## src/design/tage_pkg.sv

```systemverilog
package tage_pkg;

  localparam int NumTables   = 6;
  localparam int TableSize   = 1024;
  localparam int BimodalSize = 4096;
  localparam int MinHist     = 4;
  localparam int MaxHist     = 128;

  localparam int PcW      = 32;
  localparam int PeriodW  = 21;
  localparam int SeedW    = 16;
  localparam int CountW   = 21;
  localparam int PathW    = 16;
  localparam int CfgIdxW  = 1;
  localparam int CfgDataW = 21;
  localparam int ProvW    = 3;

  localparam logic [PeriodW-1:0] PeriodReset = 21'd262144;
  localparam logic [SeedW-1:0]   SeedReset   = 16'd44257;
  localparam logic [SeedW-1:0]   LfsrTaps    = 16'hB400;

  localparam logic [CfgIdxW-1:0] CfgPeriod = 1'b0;
  localparam logic [CfgIdxW-1:0] CfgSeed   = 1'b1;

  // one accepted branch passed from front to back
  typedef struct packed {
    logic [PcW-1:0] pc;
    logic           taken;
  } br_t;

  // Integer history length of table b: smallest len with
  // (2len+1)^(n-1) > 2^(n-1) * min^(n-1-b) * max^b, then capped.
  // Exact wide-integer compare, evaluated at elaboration.
  function automatic int hist_len(input int b, input int n, input int mn, input int mx);
    logic [255:0] lhs;
    logic [255:0] rhs;
    int           len;
    bit           fits;
    len  = 1;
    fits = 1'b1;
    while (len < 2048 && fits) begin
      lhs = 256'd1;
      rhs = 256'd1;
      for (int k = 0; k < n - 1; k++) begin
        lhs = lhs * 256'(2 * len + 1);
        rhs = rhs * 256'd2 * 256'((k < n - 1 - b) ? mn : mx);
      end
      fits = (lhs <= rhs);
      if (fits) len++;
    end
    if (len > mx) len = mx;
    return len;
  endfunction

endpackage

```

## src/design/tage_front.sv

```systemverilog
// Input queue front: two-entry FIFO of accepted branches.
module tage_front (
  input  logic            clk_i,
  input  logic            rst_ni,
  input  logic            push_i,
  output logic            full_o,
  input  tage_pkg::br_t   br_i,
  output logic            avail_o,
  input  logic            take_i,
  output tage_pkg::br_t   br_o
);
  tage_pkg::br_t mem_q [2];
  logic       wp_q, rp_q;
  logic [1:0] cnt_q;
  logic       wr, rd;

  assign full_o  = (cnt_q == 2'd2);
  assign avail_o = (cnt_q != 2'd0);
  assign wr      = push_i && !full_o;
  assign rd      = take_i && avail_o;
  assign br_o    = mem_q[rp_q];

  always_ff @(posedge clk_i) begin
    if (wr) mem_q[wp_q] <= br_i;
  end

  always_ff @(posedge clk_i or negedge rst_ni) begin
    if (!rst_ni) begin
      wp_q <= 1'b0; rp_q <= 1'b0; cnt_q <= 2'd0;
    end else begin
      if (wr) wp_q <= ~wp_q;
      if (rd) rp_q <= ~rp_q;
      cnt_q <= cnt_q + {1'b0, wr} - {1'b0, rd};
    end
  end

`ifndef SYNTHESIS
  a_cnt: assert property (@(posedge clk_i) disable iff (!rst_ni) cnt_q != 2'd3)
    else $error("front count overflow");
  a_wr: assert property (@(posedge clk_i) disable iff (!rst_ni)
    (wr && !rd) |=> avail_o) else $error("write lost");
  a_rd: assert property (@(posedge clk_i) disable iff (!rst_ni)
    (rd && !wr && cnt_q == 2'd1) |=> !avail_o) else $error("read lost");
`endif
endmodule

```

## config.mk

```make
export PLATFORM = sky130hd
export DESIGN_NAME = tage_front
export DESIGN_NICKNAME = d
export VERILOG_FILES = /design/src/design/tage_pkg.sv /design/src/design/tage_front.sv
export SDC_FILE = /design/constraint.sdc
export NUM_CORES = 1
export LEC_CHECK = 0
export ABC_AREA = 1
export BUFFER_PORTS_ARGS = -buffer_cell sky130_fd_sc_hd__buf_2
export CAP_MARGIN = 15
export CORE_ASPECT_RATIO = 2
export CORE_MARGIN = 2
export CORE_UTILIZATION = 46
export CTS_CLUSTER_DIAMETER = 60
export DETAILED_ROUTE_END_ITERATION = 7
export PLACE_DENSITY_LB_ADDON = 0.12
export REMOVE_ABC_BUFFERS = 1
export SLEW_MARGIN = 30
export SYNTH_ARGS = -nofsm -noshare
export SYNTH_HDL_FRONTEND = slang
export SYNTH_SLANG_ARGS = --single-unit
```

## constraint.sdc

```tcl
create_clock -name clk_i -period 2.21 [get_ports clk_i]
set_input_delay 0.1105 -clock clk_i [delete_from_list [all_inputs] [get_ports clk_i]]
set_output_delay 0.1105 -clock clk_i [all_outputs]
set_load 0.005 [all_outputs]
```

==> impl_metrics.tcl <==
set metrics [dict create \
    ir_worst_vdd_v 0.000942 \
    cap_violations 0 \
    grt.overflow.total 0 \
    start_util 0.475 \
    grt_pass1_wl_um 8080 \
    period_minus_slack_ps 1560 \
    crit_type "register to output port" \
    fin_worst_skew_ps 5.14 \
    p_per_area_nw_per_um2 1210 \
    synthArstFlopShare 0.0571 \
    synth_edf_count 66 \
    cp_data_arrival_time_ps 1450 \
    ys.flop_type "edfxtp_1" \
    worstSetupEndpointType "output port" \
    coreArea_um2 5660 \
    cts-htree-levels 3 \
    num_vias 1797 \
    yosysMostFrequentCell "nand2_1" \
    hold_viol 0 \
    grt_setup_unrepaired "false" \
    path_cells "buf_4 -> inv_8 -> nand2_1 -> nand2_1 -> buf_2" \
    yosys_warnings 0 \
    vias_per_cell 4.67 \
    final_layout_size_suffix_gt1_frac 0.299 \
    cts.sinks 70 \
    pre_cts_slack_ps 654 \
    synth_common_cells "nand2_1, edfxtp_1, nand2_2" \
    yosys-top-cells-area "edfxtp_1, nand2_1, dfrtp_1" \
    grt_pass1_vias 1797 \
    wirelength_um 5160 \
    synth_area_um2 2690 \
    critical-path-slowest-cell "dfrtp_1" \
    critPathLaunch "rp_q" \
    antenna_found_initial 0 \
    r2r-start "wp_q" \
    cts_setup_buffers 0 \
    max_freq_ghz 0.640 \
    synth_top_area_share 0.736 \
    area_delta_synth_final_pct 37.4 \
    maxSlewHeadroom 0.705 \
    postCtsHoldBufs 34 \
    layout.nets 358 \
    grt.total_usage 0.175 \
    setup_viol 0 \
    crit_family "buffers and inverters" \
    worstHoldStart "take_i" \
    cts_resized 0 \
    die_h_um 112 \
    syn_inst 205 \
    drc_errors 0 \
    first_iter_violations 52 \
    wl_per_cell_um 13.4 \
    clock_latency_ps 320 \
    numCtsBuffers 9 \
    avgSynthCellArea_um2 13.1 \
    cts_buffer_depth 2 \
    cts_tree "done" \
    status "finished clean" \
    clk_pin_slew_ps 50 \
    synth_top_cell_by_area "edfxtp_1" \
    dr.pass1.iters 4 \
    ys_ff_latch 70 \
    dieWidth_um 58.1 \
    critPathBufInv 3 \
    cp-start-kind "register" \
    ys_types 12 \
    crit_required_ps 2100 \
    period_share 0.707 \
    path_common_cell "nand2_1" \
    core.rowCount 39 \
    final_max_slew_viol_count 0 \
    hold_class "input port to register" \
    utilization 0.653 \
    crit_path_max_fanout 34 \
    gp_congestion 0.775 \
    finalWorstSetupSlack_ps 648 \
    portBuffers 71 \
    ant_nets 0 \
    cts-root-buf "clkbuf_16" \
    antenna_cells 0 \
    synth-seq-area-share 0.774 \
    worst_pin_slew_ps 442 \
    max_stage_delay_ps 370 \
    power_leakage_nw 1.65 \
    num_io_pins 72 \
    grt_max_degree 35 \
    hpwlAfterDp_um 3170 \
    die-area_um2 6520 \
]
-- kinds of logic after synthesis --
kind of cell / after synthesis / share of synthesized area
adder cells (fa/ha/maj): 2 / 0.00930
buffers and inverters: 17 / 0.0446
flip-flops: 70 / 0.774
AND/OR/NAND/NOR: 116 / 0.172
-- layout by cell type, fill, tap and decap left out --
master           n
nand3_1          3
clkinv_1         3
nand2_2         10
dlygate4sd3_1   34
clkbuf_16        9
ha_1             2
nand2_1        102
nor2_4           1
edfxtp_1        66
buf_2           71
clkbuf_1         4
buf_4            4
inv_1            9
buf_12           1
inv_8            1
dfrtp_1          4
-- worst register-to-register path: stages (launching register included) --
cell	delay, ps
dfrtp_1	370
inv_1	110
nand3_1	110
inv_1	340
buf_4	300
-- metrics by stage --
stage / hold slack, ps / power, mW / instances / area [um^2] / setup TNS (ps)
final: 37.0 / 4.48 / 385 / 3700 / 0
after detailed placement: -73.4 / 3.29 / 335 / 3110 / 0
after global routing: 56.1 / 4.77 / 385 / 3700 / 0
after floorplan: -185 / 2.64 / 198 / 2620 / -5480
after global placement: -77.2 / 3.26 / 335 / 3110 / 0
after CTS: 23.0 / 4.56 / 385 / 3700 / 0
-- sequential cells by signal, summed over array words and instances, names as in the netlist --
name and flops:
rp_q 1, mem_q 66, cnt_q 2, wp_q 1
-- layer usage --
layer  wire (um)  vias to the layer above  GRT usage
met3         258                       10     0.0553
met2        2930                       60      0.300
met4         124                        0      0.107
met5           0                        -          0
li1            -                      911          -
met1        1850                      816      0.178
-- report_power, final --
| group | switching (mW) | total, mW | internal [mW] |
|---|---|---|---|
| clock network | 0.452 | 1.20 | 0.747 |
| registers | 0.0796 | 1.90 | 1.82 |
| logic | 0.845 | 1.39 | 0.544 |
| total | 1.38 | 4.48 | 3.11 |
-- layout make-up --
cell class                 instances  area [um^2]
clock inverter                     3         11.3
sequential                        70         2080
tap                               61         76.3
fill                             435         1960
inverter                          10         45.0
timing repair buffer             110          746
multi-input combinational        118          497
clock buffer                      13          240
-- final timing paths --
| check | endpoint | slack, ps | cells past startpoint |
|---|---|---|---|
| max in group asynchronous | wp_q | 1960 | 2 |
| worst min-delay path | rp_q | 40 | 3 |
| worst max-delay path | br_o[28] | 650 | 5 |
| min in group asynchronous | rp_q | 130 | 2 |
| worst max register to register | mem_q[0][14] | 670 | 4 |
| worst min register to register | wp_q | 470 | 2 |
Power figures use the tool's default switching activity.
